File: config.mk
export PLATFORM = sky130hd
export DESIGN_NAME = bitmap_set_operations_core
export DESIGN_NICKNAME = d
export VERILOG_FILES = /design/src/rtl/bso_pkg.sv /design/src/rtl/bitmap_set_operations_core.sv /design/src/rtl/bso_datapath.sv /design/src/rtl/bso_ctrl.sv
export SDC_FILE = /design/constraint.sdc
export NUM_CORES = 1
export LEC_CHECK = 0
export BUFFER_PORTS_ARGS = -buffer_cell sky130_fd_sc_hd__buf_2
export CAP_MARGIN = 0
export CORE_MARGIN = 10
export CORE_UTILIZATION = 41
export DETAILED_ROUTE_END_ITERATION = 8
export HOLD_SLACK_MARGIN = 0.05
export PLACE_DENSITY = 0.55
export SYNTH_ARGS = -nofsm -noshare
export SYNTH_HDL_FRONTEND = slang
export SYNTH_HIERARCHICAL = 1
export SYNTH_SLANG_ARGS = --single-unit
File: constraint.sdc
create_clock -name clk_i -period 7 [get_ports clk_i]
set_input_delay 1.4 -clock clk_i [delete_from_list [all_inputs] [get_ports clk_i]]
set_output_delay 1.4 -clock clk_i [all_outputs]
set_load 0.03 [all_outputs]
File: src/rtl/bso_pkg.sv
// ----------------------------------------------------------------------------
// bso_pkg
// Shared types and codes for the bitmap set operations core.
// ----------------------------------------------------------------------------
package bso_pkg;

  // Field widths of one item and one result
  localparam int unsigned OP_W    = 2;
  localparam int unsigned KIND_W  = 2;
  localparam int unsigned ELEM_W  = 7;
  localparam int unsigned COUNT_W = 8;
  localparam int unsigned IN_TDATA_W  = 16;
  localparam int unsigned OUT_TDATA_W = 16;

  // Bits of each bitmap handled per scan cycle
  localparam int unsigned CHUNK_W = 8;

  // Operation codes
  localparam logic [OP_W-1:0] OP_CLEAR  = 2'd0;
  localparam logic [OP_W-1:0] OP_INS_A  = 2'd1;
  localparam logic [OP_W-1:0] OP_INS_B  = 2'd2;
  localparam logic [OP_W-1:0] OP_QUERY  = 2'd3;

  // Derived set codes
  localparam logic [KIND_W-1:0] KIND_AND  = 2'd0;
  localparam logic [KIND_W-1:0] KIND_OR   = 2'd1;
  localparam logic [KIND_W-1:0] KIND_DIFF = 2'd2;

  localparam logic [COUNT_W-1:0] COUNT_MAX = '1;

  // Controller to datapath
  typedef struct packed {
    logic accept;    // take a new item, apply its op, restart the scan
    logic scan;      // fold the current chunk into the running result
    logic load_out;  // move the finished result into the output register
  } cmd_t;

  // Datapath to controller
  typedef struct packed {
    logic last_chunk;
  } sts_t;

endpackage

File: src/rtl/bitmap_set_operations_core.sv
// ----------------------------------------------------------------------------
// bitmap_set_operations_core
// Two membership bitmaps with intersection, union and difference queries.
// ----------------------------------------------------------------------------
//
// Channel   Dir  Fields (tdata, lowest bit first)
// s_axis    in   op[1:0], set_kind[3:2], element[10:4], zero[15:11]
// m_axis    out  member_count[7:0], found[8], next_member[15:9]
//
// An item is accepted, scanned chunk by chunk and then moved into the
// output register, with NCHUNK = ceil(UNIVERSE_SIZE / 8) chunks. Its result
// turns valid as that register loads, and no next item is taken until the
// previous one has been moved there. The chunk scanner folds 8 bitmap bits
// per cycle into the popcount and the ascending member search. Reset
// empties both sets at once. The output register frees the scanner: a new
// item is taken while a result waits, and only the final hand-off stalls
// when the previous result is still unread.
//
module bitmap_set_operations_core #(
  parameter int unsigned UNIVERSE_SIZE = 128
) (
  input  logic                                clk_i,
  input  logic                                rst_ni,
  // op, set_kind, element (from bit 0 up), zero padded
  input  logic [bso_pkg::IN_TDATA_W-1:0]      s_axis_tdata_i,
  input  logic                                s_axis_tvalid_i,
  output logic                                s_axis_tready_o,
  // member_count, found, next_member (from bit 0 up)
  output logic [bso_pkg::OUT_TDATA_W-1:0]     m_axis_tdata_o,
  output logic                                m_axis_tvalid_o,
  input  logic                                m_axis_tready_i
);
  import bso_pkg::*;

  cmd_t               cmd;
  sts_t               sts;
  logic [OP_W-1:0]    op;
  logic [KIND_W-1:0]  set_kind;
  logic [ELEM_W-1:0]  element;
  logic [COUNT_W-1:0] member_count;
  logic               found;
  logic [ELEM_W-1:0]  next_member;

  // Unpack the input item
  assign op       = s_axis_tdata_i[OP_W-1:0];
  assign set_kind = s_axis_tdata_i[OP_W +: KIND_W];
  assign element  = s_axis_tdata_i[OP_W + KIND_W +: ELEM_W];

  bso_ctrl u_ctrl (
    .clk_i       (clk_i),
    .rst_ni      (rst_ni),
    .in_valid_i  (s_axis_tvalid_i),
    .in_ready_o  (s_axis_tready_o),
    .out_valid_o (m_axis_tvalid_o),
    .out_ready_i (m_axis_tready_i),
    .sts_i       (sts),
    .cmd_o       (cmd)
  );

  bso_datapath #(
    .UNIVERSE_SIZE (UNIVERSE_SIZE)
  ) u_datapath (
    .clk_i          (clk_i),
    .rst_ni         (rst_ni),
    .cmd_i          (cmd),
    .op_i           (op),
    .set_kind_i     (set_kind),
    .element_i      (element),
    .sts_o          (sts),
    .member_count_o (member_count),
    .found_o        (found),
    .next_member_o  (next_member)
  );

  // Pack the result; the three fields fill the 16 bits exactly
  assign m_axis_tdata_o = {next_member, found, member_count};

endmodule

File: src/rtl/bso_datapath.sv
// ----------------------------------------------------------------------------
// bso_datapath
// Set bitmaps, chunk scanner with popcount and priority search, result regs.
// ----------------------------------------------------------------------------
module bso_datapath #(
  parameter int unsigned UNIVERSE_SIZE = 128
) (
  input  logic                         clk_i,
  input  logic                         rst_ni,
  input  bso_pkg::cmd_t                cmd_i,
  input  logic [bso_pkg::OP_W-1:0]     op_i,
  input  logic [bso_pkg::KIND_W-1:0]   set_kind_i,
  input  logic [bso_pkg::ELEM_W-1:0]   element_i,
  output bso_pkg::sts_t                sts_o,
  output logic [bso_pkg::COUNT_W-1:0]  member_count_o,
  output logic                         found_o,
  output logic [bso_pkg::ELEM_W-1:0]   next_member_o
);
  import bso_pkg::*;

  localparam int unsigned NCHUNK = (UNIVERSE_SIZE + CHUNK_W - 1) / CHUNK_W;
  localparam int unsigned IDX_W  = (NCHUNK > 1) ? $clog2(NCHUNK) : 1;
  localparam int unsigned PAD_W  = NCHUNK * CHUNK_W;
  localparam int unsigned CNT_INC_W = $clog2(CHUNK_W + 1);

  logic [PAD_W-1:0]   first_q, first_d, second_q, second_d, ins_mask;
  logic [KIND_W-1:0]  kind_q;
  logic [ELEM_W-1:0]  elem_q;
  logic [IDX_W-1:0]   idx_q, idx_d;
  logic [COUNT_W-1:0] count_q, count_d;
  logic               found_q, found_d;
  logic [ELEM_W-1:0]  next_q, next_d;
  logic [COUNT_W-1:0] out_count_q;
  logic               out_found_q;
  logic [ELEM_W-1:0]  out_next_q;

  logic [CHUNK_W-1:0]   a_chunk, b_chunk, der, hit;
  logic [CNT_INC_W-1:0] pop;
  logic [COUNT_W:0]     sum;
  logic                 chunk_hit;
  int unsigned          hit_pos;

  // Decode the insert position; positions past the universe never get set
  always_comb begin
    for (int k = 0; k < PAD_W; k++) begin
      ins_mask[k] = (int'(element_i) == k) && (k < UNIVERSE_SIZE);
    end
  end

  always_comb begin
    first_d  = first_q;
    second_d = second_q;
    if (cmd_i.accept) begin
      unique case (op_i)
        OP_CLEAR: begin
          first_d  = '0;
          second_d = '0;
        end
        OP_INS_A: first_d  = first_q | ins_mask;
        OP_INS_B: second_d = second_q | ins_mask;
        default:  ;
      endcase
    end
  end

  // Derived membership of the current chunk
  assign a_chunk = first_q[idx_q*CHUNK_W +: CHUNK_W];
  assign b_chunk = second_q[idx_q*CHUNK_W +: CHUNK_W];

  always_comb begin
    case (kind_q)
      KIND_AND:  der = a_chunk & b_chunk;
      KIND_OR:   der = a_chunk | b_chunk;
      KIND_DIFF: der = a_chunk & ~b_chunk;
      default:   der = '0;
    endcase
  end

  always_comb begin
    pop       = '0;
    chunk_hit = 1'b0;
    hit_pos   = 0;
    for (int j = 0; j < CHUNK_W; j++) begin
      hit[j] = der[j] && ((int'(idx_q) * CHUNK_W + j) >= int'(elem_q));
      pop    = pop + CNT_INC_W'(der[j]);
    end
    for (int j = CHUNK_W - 1; j >= 0; j--) begin
      if (hit[j]) begin
        chunk_hit = 1'b1;
        hit_pos   = int'(idx_q) * CHUNK_W + j;
      end
    end
  end

  assign sum = {1'b0, count_q} + (COUNT_W + 1)'(pop);

  always_comb begin
    idx_d   = idx_q;
    count_d = count_q;
    found_d = found_q;
    next_d  = next_q;
    if (cmd_i.accept) begin
      idx_d   = '0;
      count_d = '0;
      found_d = 1'b0;
      next_d  = '0;
    end else if (cmd_i.scan) begin
      idx_d   = idx_q + 1'b1;
      count_d = sum[COUNT_W] ? COUNT_MAX : sum[COUNT_W-1:0];
      if (!found_q && chunk_hit) begin
        found_d = 1'b1;
        next_d  = ELEM_W'(hit_pos);
      end
    end
  end

  always_ff @(posedge clk_i or negedge rst_ni) begin
    if (!rst_ni) begin
      first_q  <= '0;
      second_q <= '0;
      idx_q    <= '0;
    end else begin
      first_q  <= first_d;
      second_q <= second_d;
      idx_q    <= idx_d;
    end
  end

  always_ff @(posedge clk_i) begin
    count_q <= count_d;
    found_q <= found_d;
    next_q  <= next_d;
    if (cmd_i.accept) begin
      kind_q <= set_kind_i;
      elem_q <= element_i;
    end
    if (cmd_i.load_out) begin
      out_count_q <= count_q;
      out_found_q <= found_q;
      out_next_q  <= next_q;
    end
  end

  assign sts_o.last_chunk = (idx_q == IDX_W'(NCHUNK - 1));
  assign member_count_o   = out_count_q;
  assign found_o          = out_found_q;
  assign next_member_o    = out_next_q;

endmodule

File: src/rtl/bso_ctrl.sv
// ----------------------------------------------------------------------------
// bso_ctrl
// Sequencer: accept an item, step the chunk scan, hand off the result.
// ----------------------------------------------------------------------------
module bso_ctrl (
  input  logic          clk_i,
  input  logic          rst_ni,
  input  logic          in_valid_i,
  output logic          in_ready_o,
  output logic          out_valid_o,
  input  logic          out_ready_i,
  input  bso_pkg::sts_t sts_i,
  output bso_pkg::cmd_t cmd_o
);
  import bso_pkg::*;

  localparam logic [1:0] ST_IDLE   = 2'd0;
  localparam logic [1:0] ST_SCAN   = 2'd1;
  localparam logic [1:0] ST_FINISH = 2'd2;

  logic [1:0] state_q, state_d;
  logic       out_valid_q, out_valid_d;
  logic       slot_free;

  assign slot_free  = !out_valid_q || out_ready_i;
  assign in_ready_o = (state_q == ST_IDLE);

  always_comb begin
    state_d = state_q;
    cmd_o   = '0;
    unique case (state_q)
      ST_IDLE: begin
        if (in_valid_i) begin
          cmd_o.accept = 1'b1;
          state_d      = ST_SCAN;
        end
      end
      ST_SCAN: begin
        cmd_o.scan = 1'b1;
        if (sts_i.last_chunk) state_d = ST_FINISH;
      end
      ST_FINISH: begin
        // Hold the result until the output register frees up
        if (slot_free) begin
          cmd_o.load_out = 1'b1;
          state_d        = ST_IDLE;
        end
      end
      default: state_d = ST_IDLE;
    endcase
  end

  always_comb begin
    out_valid_d = out_valid_q && !out_ready_i;
    if (cmd_o.load_out) out_valid_d = 1'b1;
  end

  always_ff @(posedge clk_i or negedge rst_ni) begin
    if (!rst_ni) begin
      state_q     <= ST_IDLE;
      out_valid_q <= 1'b0;
    end else begin
      state_q     <= state_d;
      out_valid_q <= out_valid_d;
    end
  end

  assign out_valid_o = out_valid_q;

endmodule

==> out/metrics.csv <==
stage;metric;value;unit
status;status;finished, final reports clean;
drt;wl;36.6;mm
cts;post_cts_resized;0;
power_and_ir_drop;leakagePower;7.39;nW
cts;cts_made_buffers;35;
power_and_ir_drop;total_power;4.91;mW
drt;drtPass1Iterations;5;
cts;clk_latency;0.52;ns
synthesis;synth_cells;1279;
floorplan;core_area;33400;sq um
cells_and_area;antenna_cells;0;
synthesis;synth_top_area_cell;dfrtp_1;
cts;path_clk_slew;0.06;ns
power_and_ir_drop;peakVddDrop;145;uV
cts;cts_tree;yes;
synthesis;synth_top_flop_cell;dfrtp_1;
global_route;grt_start_max_net_pins;209;
setup_path;critPathBufInv;5;
setup_path;max_stage_delay;0.74;ns
synthesis;ys_async_sr_fraction;86.5;%
min_path;min_path_type;register to register;
cts;cts-htree-levels;2;
place;port_buffers;32;
timing;finalCritPeriodShare;87.2;%
timing;finalHoldViolCount;0;
setup_path;cp.required;7.39;ns
setup_path;worstSetupStartpoint;u_datapath/idx_q[0];
global_route;grt_pass1_wl;58.8;mm
drt;drc;0;
global_route;grt_usage;17.9;%
synthesis;synth_cell_type_count;67;
cells_and_area;multi_input_area;5660;sq um
floorplan;die_h;203;microns
place;hpwl;22.0;mm
place;place_area;14500;sq um
setup_path;worstSetupPathType;register to register;
global_route;grt_util_met3;2.98;%
synthesis;yosysTopAreaCellShare;47.7;%
floorplan;dieArea;41400;sq um
drt;via_count;9896;
timing;skew;0.0183;ns
global_route;top_usage_layer;met2;
timing;grt_setup_unrepaired;false;
cells_and_area;fin_nets;1337;
synthesis;yosysSeqAreaShare;55.5;%
synthesis;syn_nets;1317;
global_route;grt_pass1_vias;9850;
floorplan;rows;67;
setup_path;path_cells;buf_4, mux4_2, a22oi_1, nand2_1, a21oi_1, nand2_1, o21ai_1, inv_1, fa_1, inv_1, fa_1, inv_1, fa_1, fa_1, inv_1, ha_1, a21o_1, a21oi_1, nor2b_1, o211ai_1, xor2_1, a21oi_1;
power_and_ir_drop;power_density;314;nW/um^2
timing;relSlewSlack;15.4;%
timing;setup_viol;0;
timing;hold_slack;0.428;ns
timing;fin_crit;6.10;ns
cts;cts_setup_buffers;0;
setup_path;critPathMaxFanout;26;
setup_path;endpoint_kind;register;
setup_path;crit_family;adder cells;
synthesis;synth-seq-cells;304;
min_path;min-delay-start;u_datapath/next_q[4];
floorplan;initial_core_util;41.3;%
setup_path;critPathArrivalTime;6.49;ns
global_route;grtUsageMet1;26.3;%
global_route;gr-total-overflow;0;
cts;numClockSinks;304;
global_route;grt_util_met2;27.0;%
drt;drt_iter0_markers;772;
timing;maxSlewViolCount;0;
cells_and_area;area_growth;13.2;%
cells_and_area;layout-drive-gt1-share;15.6;%
cells_and_area;area.sequential;7660;sq um
place;gp_congestion;0.840;
synthesis;synth_edf_count;25;
cells_and_area;final_util;46.8;%
timing;worstMarginPinSlew;1.26;ns
cts;root_buffer;clkbuf_16;
timing;clock.fmax;164;MHz
synthesis;syn_avg_cell_area;10.8;sq um
drt;viasPerCell;5.59;
synthesis;syn-cell-area;13800;sq um
drt;antenna_left;0;
setup_path;setup.worst_path.start_class;register;
floorplan;ios;38;
cells_and_area;final.fill_count;3117;
run;drv_cap;0;
drt;post_drt_wl_per_cell;20.7;microns
setup_path;crit_slowest_cell;dfrtp_4;
timing;tns;0;ns
cts;ctsLongestPathBuffers;3;
setup_path;r2r-start;u_datapath/idx_q[0];
cts;ctsHoldBuffers;0;
synthesis;ys_warn_count;6;
synthesis;netlist_top_cells_area;dfrtp_1 48%, a21oi_1 9.8%, mux4_2 9.1%;
floorplan;die_w;203;microns
global_route;antenna_found_initial;0;
cells_and_area;fin_area;15600;sq um
[cells by family (layout without fill, tap and decap cells)]
| kind of cell | count (synthesis) | in the layout | synth area share (%) |
|---|---|---|---|
| compound gates | 350 | 350 | 14.5 |
| xor+xnor | 5 | 5 | 0.318 |
| fa+ha+maj | 25 | 25 | 2.44 |
| buf+inv | 116 | 158 | 3.88 |
| flops | 304 | 304 | 55.5 |
| mux | 75 | 75 | 11.2 |
| simple gates | 404 | 404 | 12.1 |
[cells in the mapped netlist, drive strengths merged, types with 2 or more instances]
library cell,n
mux2i,13
and2,4
o2111a,2
nor2b,15
nand2,42
mux4,62
a22oi,19
buf,21
ha,13
a21oi,271
and3,2
nor3,14
dfrtp,263
edfxtp,25
clkbuf,71
a22o,7
nand3b,2
o21ai,18
maj3,7
nand2b,14
nand3,3
fa,5
inv,24
xor2,2
or3,2
o211ai,2
nor3b,2
xnor2,3
nand4,3
a2bb2oi,2
dfxtp,16
o21a,4
a221oi,9
nor2,299
[final timing paths]
path / to / slack, ns / depth (start not counted)
worst max-delay path: u_datapath/count_q[5] / 0.90 / 22
worst min-delay path: u_datapath/next_member_o[4] / 0.43 / 0
worst max register to register: u_datapath/count_q[5] / 0.90 / 22
worst min register to register: u_datapath/next_member_o[4] / 0.43 / 0
max in group asynchronous: u_datapath/idx_q[0] / 4.66 / 2
min in group asynchronous: u_datapath/first_q[58] / 0.97 / 1
[worst register-to-register path, stage by stage, from the launching register on]
cell      delay, ns
dfrtp_4        0.74
buf_4          0.34
mux4_2         0.54
a22oi_1        0.19
nand2_1        0.15
a21oi_1        0.27
nand2_1        0.09
o21ai_1        0.18
inv_1          0.10
fa_1           0.51
inv_1          0.05
fa_1           0.52
inv_1          0.05
fa_1           0.46
fa_1           0.55
inv_1          0.06
ha_1           0.26
a21o_1         0.17
a21oi_1        0.18
nor2b_1        0.10
o211ai_1       0.21
xor2_1         0.17
a21oi_1        0.08
[state kept, by name, summed over array words and instances (netlist names)]
signal / cells
u_datapath/next_q: 7
u_datapath/first_q: 128
u_datapath/elem_q: 7
u_datapath/member_count_o: 8
u_datapath/second_q: 128
u_datapath/kind_q: 2
u_datapath/idx_q: 4
u_ctrl/out_valid_o: 1
u_datapath/count_q: 8
u_datapath/next_member_o: 7
u_datapath/found_o: 1
u_datapath/found_q: 1
u_ctrl/state_q: 2
[power breakdown]
part	internal, mW	total [mW]	switching (mW)	leakage [nW]
sequential	1.91	2.07	0.160	4.01
clock	1.05	1.76	0.717	0.533
combinational	0.437	1.07	0.637	2.85
[metal layers]
layer	wire length (microns)	share of wire [%]
met1	17400	48
met4	610	1.7
met3	2110	5.8
met5	0	0
met2	16500	45
[cell usage in the layout (no fill, tap or decap), types with 8 or more instances in the layout]
cell / synthesis / routed
edfxtp_1: 25 / 25
dfxtp_1: 16 / 16
a21oi_1: 270 / 270
nand2_1: 42 / 42
o21ai_0: 12 / 12
nand2b_1: 13 / 13
nor3_2: 0 / 8
clkbuf_1: 71 / 10
a22oi_1: 16 / 16
inv_1: 24 / 24
clkbuf_16: 0 / 37
dfrtp_1: 263 / 261
mux4_2: 56 / 56
ha_1: 13 / 13
a221oi_1: 9 / 9
buf_2: 8 / 31
mux2i_1: 13 / 13
nor2_1: 298 / 297
nor2b_1: 14 / 14
buf_4: 2 / 39
[per-stage QoR]
step,cells,setup WS [ns]
floorplan,1279,1.50
global placement,1710,0.962
detailed placement,1710,0.907
CTS,1769,0.877
global route,1769,0.466
finish,1769,0.897
[final cells by class]
| type | count | share of cell area (%) |
|---|---|---|
| flip-flops and latches | 304 | 49.1 |
| inverters | 24 | 0.577 |
| clock buffers | 51 | 6.52 |
| clock inverters | 8 | 0.513 |
| well taps | 448 | 3.59 |
| repair buffers | 75 | 3.48 |
| multi-input cells | 859 | 36.3 |
No activity file was read; power rests on OpenSTA's default activity.
